===== src/hw/rtl/twma_pkg.sv =====
// Shared constants and types for the time-window moving average unit.
package twma_pkg;

    // Ring geometry (capacity must be a power of two)
    localparam int CAPACITY  = 1024;
    localparam int PTR_W     = $clog2(CAPACITY);
    localparam int CNT_W     = $clog2(CAPACITY + 1);

    // Field widths
    localparam int TS_W      = 63;
    localparam int SAMPLE_W  = 32;
    localparam int SUM_W     = SAMPLE_W + PTR_W;
    localparam int ENTRY_W   = SAMPLE_W + TS_W;

    // Divider: two quotient bits per cycle
    localparam int DIV_STEPS = (SUM_W + 1) / 2;
    localparam int DIV_W     = 2 * DIV_STEPS;
    localparam int STEP_W    = $clog2(DIV_STEPS + 1);

    // Configuration
    localparam int           PADDR_W     = 4;
    localparam int           PDATA_W     = 64;
    localparam logic [TS_W-1:0] WINDOW_RESET = 63'd60000000000;

    typedef enum logic [2:0] {
        S_IDLE,
        S_FULL,
        S_WRITE,
        S_EV_RD,
        S_EV_CHK,
        S_DIV,
        S_DONE
    } t_state;

endpackage


===== src/hw/rtl/twma_div.sv =====
// Iterative signed-by-unsigned divider, truncating toward zero, two bits per cycle.
module twma_div (
    input  logic                                i_clk,
    input  logic                                i_rst_n,
    input  logic                                i_start,
    input  logic signed [twma_pkg::SUM_W-1:0]   i_dividend,
    input  logic        [twma_pkg::CNT_W-1:0]   i_divisor,
    output logic                                o_busy,
    output logic                                o_done,
    output logic signed [twma_pkg::SAMPLE_W-1:0] o_quotient
);

    logic                              r_busy;
    logic                              r_done;
    logic [twma_pkg::STEP_W-1:0]       r_step;
    logic                              r_neg;
    logic [twma_pkg::DIV_W-1:0]        r_work;
    logic [twma_pkg::CNT_W-1:0]        r_rem;
    logic [twma_pkg::CNT_W-1:0]        r_dvs;

    logic [twma_pkg::CNT_W:0]          s1;
    logic [twma_pkg::CNT_W:0]          s2;
    logic [twma_pkg::CNT_W-1:0]        rem1;
    logic [twma_pkg::CNT_W-1:0]        rem2;
    logic                              q1;
    logic                              q2;
    logic [twma_pkg::SUM_W-1:0]        mag_in;
    logic [twma_pkg::DIV_W-1:0]        signed_q;

    // Magnitude of the dividend; the most negative value maps to 2^(SUM_W-1)
    assign mag_in = i_dividend[twma_pkg::SUM_W-1] ? (~i_dividend + 1'b1) : i_dividend;

    // Two restoring steps per cycle
    always_comb begin
        s1 = {r_rem, r_work[twma_pkg::DIV_W-1]};
        q1 = (s1 >= {1'b0, r_dvs});
        rem1 = q1 ? twma_pkg::CNT_W'(s1 - {1'b0, r_dvs}) : s1[twma_pkg::CNT_W-1:0];
        s2 = {rem1, r_work[twma_pkg::DIV_W-2]};
        q2 = (s2 >= {1'b0, r_dvs});
        rem2 = q2 ? twma_pkg::CNT_W'(s2 - {1'b0, r_dvs}) : s2[twma_pkg::CNT_W-1:0];
    end

    // Control
    always_ff @(posedge i_clk) begin
        if (!i_rst_n) begin
            r_busy <= 1'b0;
            r_done <= 1'b0;
            r_step <= '0;
        end else begin
            r_done <= 1'b0;
            if (i_start && !r_busy) begin
                r_busy <= 1'b1;
                r_step <= twma_pkg::STEP_W'(twma_pkg::DIV_STEPS);
            end else if (r_busy) begin
                r_step <= r_step - 1'b1;
                if (r_step == twma_pkg::STEP_W'(1)) begin
                    r_busy <= 1'b0;
                    r_done <= 1'b1;
                end
            end
        end
    end

    // Datapath: dividend bits shift out at the top, quotient bits in at the bottom
    always_ff @(posedge i_clk) begin
        if (i_start && !r_busy) begin
            r_work <= twma_pkg::DIV_W'(mag_in);
            r_rem  <= '0;
            r_dvs  <= i_divisor;
            r_neg  <= i_dividend[twma_pkg::SUM_W-1];
        end else if (r_busy) begin
            r_work <= {r_work[twma_pkg::DIV_W-3:0], q1, q2};
            r_rem  <= rem2;
        end
    end

    assign signed_q   = r_neg ? (~r_work + 1'b1) : r_work;
    assign o_quotient = signed_q[twma_pkg::SAMPLE_W-1:0];
    assign o_busy     = r_busy;
    assign o_done     = r_done;

endmodule


===== config.mk =====
export PLATFORM = sky130hd
export DESIGN_NAME = twma_div
export DESIGN_NICKNAME = d
export VERILOG_FILES = /design/src/hw/rtl/twma_pkg.sv /design/src/hw/rtl/twma_div.sv
export SDC_FILE = /design/constraint.sdc
export NUM_CORES = 1
export LEC_CHECK = 0
export BUFFER_PORTS_ARGS = -buffer_cell sky130_fd_sc_hd__buf_2
export CAP_MARGIN = 20
export CORE_ASPECT_RATIO = 1.1
export CORE_MARGIN = 2
export CORE_UTILIZATION = 60
export CTS_CLUSTER_SIZE = 8
export DETAILED_ROUTE_END_ITERATION = 8
export PLACE_DENSITY = 0.84
export RECOVER_POWER = 25
export SLEW_MARGIN = 30
export SYNTH_ARGS = -nofsm -noshare
export SYNTH_HDL_FRONTEND = slang
export SYNTH_SLANG_ARGS = --single-unit

===== constraint.sdc =====
create_clock -name i_clk -period 8.05 [get_ports i_clk]
set_clock_uncertainty 0.15 [all_clocks]
set_input_delay 2.0125 -clock i_clk [delete_from_list [all_inputs] [get_ports i_clk]]
set_output_delay 2.0125 -clock i_clk [all_outputs]
set_load 0.1 [all_outputs]

* Word-level counts from Yosys, hierarchy flattened *
Cells that the tools add are included.
Widths: inputs -> output; s select.

storage, ports and cells
  bits in read-only memories = 0
  output and inout port bits = 34
  latch bits = 0
  memories kept = 0
  flip-flop bits (word level) = 72
  word-level logic and storage cells = 37
  memory bits (writable) = 0
  bits of input ports = 56

operators by class
  bitwise gates (word level) = 4
  reductions and logical operators = 5
  div/mod/pow operators = 0
  multipliers = 0
  shift operators = 0
  muxes and demuxes = 12
  equality and inequality tests = 1
  $lt $le $gt $ge = 2
  add/subtract/negate cells = 5

operators with widths
  cell                   number
  $mux 42                3
  $add 42x1->42 const B  1
  $not 42->42            1
  $add 32x1->32 const B  1
  $mux 32                1
  $not 32->32            1
  $ge 12x11->1           2
  $mux 11                2
  $sub 11x11->11         2
  $mux 5                 2
  $eq 5x1->1 const B     1
  $sub 5x1->5 const B    1
  $mux 1                 4
  $reduce_or 3->1        1
  $not 1->1              2
  $reduce_bool 2->1      1
  $reduce_or 2->1        1
  $logic_and 1x1->1      1
  $logic_not 1->1        1

* Depth between registers and ports, before layout *
  depth in word-level cells = 5
  mapped depth = 22
  mapped depth without buffers = 19

* Worst setup path after synthesis *
No wires, ideal clock.

  path type = register -> output
  from = register r_work[13] (netlist name)
  to = output port o_quotient[25] (netlist name)
  path slack = 2.623 ns
  required time = 5.887 ns
  data arrival time = 3.264 ns
  buffers on the path = 0
  cell stages (with the launch flop) = 8
  cells stage by stage = edfxtp_1 > or4_4 > or4_1 > or2_1 > or3_4 > or2_1 > o31ai_2 > xnor2_1

on the way
  word-level cells in the longest chain between the ends = 3

ends and longest elaborated chain
  what                    line            RTL
  from (decl)             twma_div.sv:17  logic [twma_pkg::DIV_W-1:0] r_work;
  from (signal assigned)  twma_div.sv:67  r_work <= twma_pkg::DIV_W'(mag_in);
  from (signal assigned)  twma_div.sv:72  r_work <= {r_work[twma_pkg::DIV_W-3:0], q1, q2};
  $not 32->32             twma_div.sv:77  assign signed_q = r_neg ? (~r_work + 1'b1) : r_work;
  $add 32x1->32           twma_div.sv:77
  $mux 32                 twma_div.sv:77
  to (decl)               twma_div.sv:10  output logic signed [twma_pkg::SAMPLE_W-1:0] o_quotient

No other way between the ends.

* Final worst setup path *
  from = register r_work[13] (netlist name)
  to = output port o_quotient[31] (netlist name)

The elaborated chain is that of the path after synthesis.

==> results by group <==
Critical path
  – Critical path buffer and inverter count: 1
  – CP top delay family: simple AND/OR/NAND/NOR gates
  – WP depth: 9
  – FF-to-FF path depth: 19
  – Crit start category: register
  – Critical R2R Launch: r_work[41]
  – R2r endpoint: r_rem[2]
  – CP max stage delay: 590 ps
  – Critical path origin: r_work[13]
  – Critical path peak fanout: 4
  – Slowest cell on crit path: or4_4
  – Setup CP Type: register to output pin
  – Critical path cell sequence: or4_4 -> or4_1 -> or2_1 -> or3_4 -> nor2_1 -> nand2_1 -> o41ai_2 -> xnor2_1 -> buf_2
  – R2R setup slack: 2810 ps
  – Crit. End Element: output pin
  – WP data required: 5890 ps
  – Setup crit end: o_quotient[31]
  – Crit path arrival time: 3620 ps

Routing
  – Post-route DRC: 0
  – Via/cell ratio: 6.07
  – Iter 0 DRT Violations: 333
  – WL/cell: 16.2 um
  – Length of the first detailed-routing pass in iterations: 6
  – WL final: 13000 um
  – Post-DRT Antenna Nets: 0
  – Routed vias: 4878

Pwr
  – PD cells: 287 nW/um2
  – Switch share: 0.482
  – Worst vdd ir: 157 uV
  – Clk pwr share: 0.165
  – Combinational fraction of design power: 0.530
  – NetSw: 848 uW
  – Leakage: 0.00249 uW
  – Seq pwr share: 0.305
  – Total power: 1760 uW
  – Internal: 911 uW

Logic synthesis
  – Post-synth top area cell: edfxtp_1
  – Avg Cell Area, Syn: 8.95 um2
  – Syn Inst Count: 604
  – Synth unique cells: 60
  – Commonest cells post-synth: 86 x nand2_1, 72 x o21ai_0, 54 x edfxtp_1
  – Net count after synthesis: 688
  – Share of the synthesized area in the top cell type: 0.300
  – Netlist Area Pre-Place: 5410 um2
  – Top post-synthesis cells by area: edfxtp_1 30%, xor2_1 7.5%, xnor2_1 6.8%, dfxtp_1 6.7%, o21ai_0 6.7%
  – Async S/R FF share, synth: 0
  – Synth warn: 0
  – Sequential area share after synthesis: 0.367
  – Post-synth top flop: edfxtp_1
  – EDFF count, synth: 54
  – #FFs+latches synth: 72
  – Most instantiated library cell after synthesis: nand2_1

Die
  – Die Ht: 104 um
  – Die X: 94.5 um
  – Full die area: 9790 um2
  – Top Ports: 90
  – Num rows: 36
  – Core area: 8830 um2
  – Initial Utilization: 0.612

Global routing
  – First-pass GRT wire length: 21200 um
  – GRT Overall Usage: 0.270
  – Total grt overflow: 0
  – Vias in the first global route: 4547
  – Largest net degree at the start of global routing: 83
  – Initial antenna violation count: 0

Final layout
  – Final instance area: 6130 um2
  – Layout area overhead: 13.4%
  – Share of cells above drive strength 1: 0.184
  – Nets@finish: 768
  – ANT cells: 0

STA
  – Setup-failing EPs final: 0
  – Setup tns final: 0 ps
  – RSZ-0062 raised after global routing: false
  – Relative slew margins: -0.928
  – Worst slew pin tran: 2890 ps
  – Final hold vios: 0
  – Worst setup margin: 2270 ps
  – Max-slew violations: 171
  – Tcrit/Tclk final: 0.718
  – F_max: 173 MHz
  – Min cycle time layout: 5780 ps

Clocking
  – CTS Hold Bufs: 0
  – Post-CTS Setup Inserts: 0
  – Max Buffers Root-to-Sink: 2
  – Post-cts resize count: 0
  – CTS tree: yes
  – H-tree depth: 3
  – Worst skew pair latency: 350 ps
  – CTS clock-pin slew for the worst setup and hold paths: 80 ps
  – CTS Buf Count: 9
  – Clock sinks: 72
  – CTS root buf: clkbuf_8

Min path
  – Tightest Hold Check Type: register to register

Outcome
  – Status: complete, but fails checks
  – Failing checks: capacitance limit, slew limit

Placed design
  – Placer Congestion: 0.937
  – Hpwl dp: 9570 um
  – Dpl ws: 2700 ps
  – Dpl cell area: 5930 um2
  – Port Buffer Count: 89

Job
  – Max-Cap Viols: 3
## worst reg2reg max path, cell delays in order, from the launching register on
cell,delay (ps)
edfxtp_1,380
inv_1,70
ha_1,180
fa_1,220
nor2b_1,80
o22ai_1,280
a21oi_1,110
a211oi_1,500
or2_2,400
mux2_2,400
ha_1,310
or2_2,300
a21oi_1,160
a31oi_1,90
o211ai_1,200
a21boi_0,120
a2111oi_2,470
buf_4,320
nor3_1,80
a311o_1,330
## cell usage in the layout, fill, tap and decap left out, types with 3 or more instances in the layout
master | netlist | layout
nand2_1 | 86 | 85
dfxtp_1 | 18 | 18
inv_1 | 28 | 28
nor2_1 | 24 | 24
a21oi_1 | 19 | 19
o31ai_1 | 23 | 23
o31ai_2 | 3 | 3
or2_2 | 7 | 7
nand4_1 | 5 | 5
o311ai_0 | 8 | 8
edfxtp_1 | 54 | 54
clkbuf_8 | 0 | 12
and2_1 | 3 | 3
o41ai_1 | 9 | 9
a21boi_0 | 3 | 3
ha_1 | 26 | 26
or3_1 | 8 | 8
a21o_1 | 4 | 4
mux2_2 | 5 | 5
xor2_1 | 46 | 46
nand3_1 | 13 | 13
nor3_1 | 15 | 15
xnor2_1 | 42 | 42
o21ai_0 | 72 | 72
nor4_1 | 4 | 4
clkbuf_1 | 21 | 8
nand2b_1 | 6 | 6
or4_1 | 6 | 6
nor2b_1 | 4 | 4
o211ai_1 | 4 | 4
buf_2 | 2 | 84
## power groups by stage
stage / clock network (uW) / logic, uW / registers [uW]
floorplan: 0 / 761 / 524
detailed placement: 0 / 917 / 540
global placement: 0 / 893 / 537
CTS: 293 / 924 / 533
finish: 290 / 933 / 536
global route: 309 / 1000 / 543
## kinds of logic after synthesis
family | count (synthesis) | share of synthesized area
and+or+nand+nor | 193 | 0.174
AOI/OAI and AO/OA | 163 | 0.197
xor gates and xnor gates | 88 | 0.143
DFF | 72 | 0.367
buffers and inverters | 53 | 0.0380
adders and majority gates | 28 | 0.0676
muxes | 7 | 0.0141
## stage by stage
step	std cells	util	hold slack, ps
global route	803	0.695	403
global placement	786	0.671	352
floorplan	604	-	313
CTS	802	0.694	375
detailed placement	786	0.671	356
finish	803	0.695	377
## worst min-delay path by stage
stage,startpoint,end,slack (ps),cells after the start
finish,r_rem[9],r_rem[9],380,2
global route,r_rem[6],r_rem[6],400,2
CTS,r_rem[3],r_rem[3],370,2
detailed placement,r_rem[3],r_rem[3],360,2
global placement,r_rem[5],r_rem[5],350,2
floorplan,r_rem[5],r_rem[5],310,2
## layer usage
metal  wire length [um]  track usage  share of wire
met4                235       0.0973          0.018
met3                827       0.0524          0.063
met5                  0            0              0
met1               5500        0.348           0.42
met2               6480        0.450           0.50
## state kept, by name (all words and copies together), names as in the netlist
register / flops
o_busy: 1
o_done: 1
r_dvs: 11
r_neg: 1
r_rem: 11
r_step: 5
r_work: 42
## layout make-up
cell class	count	area, um2
Inverter	28	105
Clock inverter	2	10.0
Tap cell	114	143
Clock buffer	14	194
Multi-Input combinational cell	479	3220
Sequential cell	72	1980
Timing Repair Buffer	94	477
Fill cell	737	2700
(Power assumes the default switching activity.)
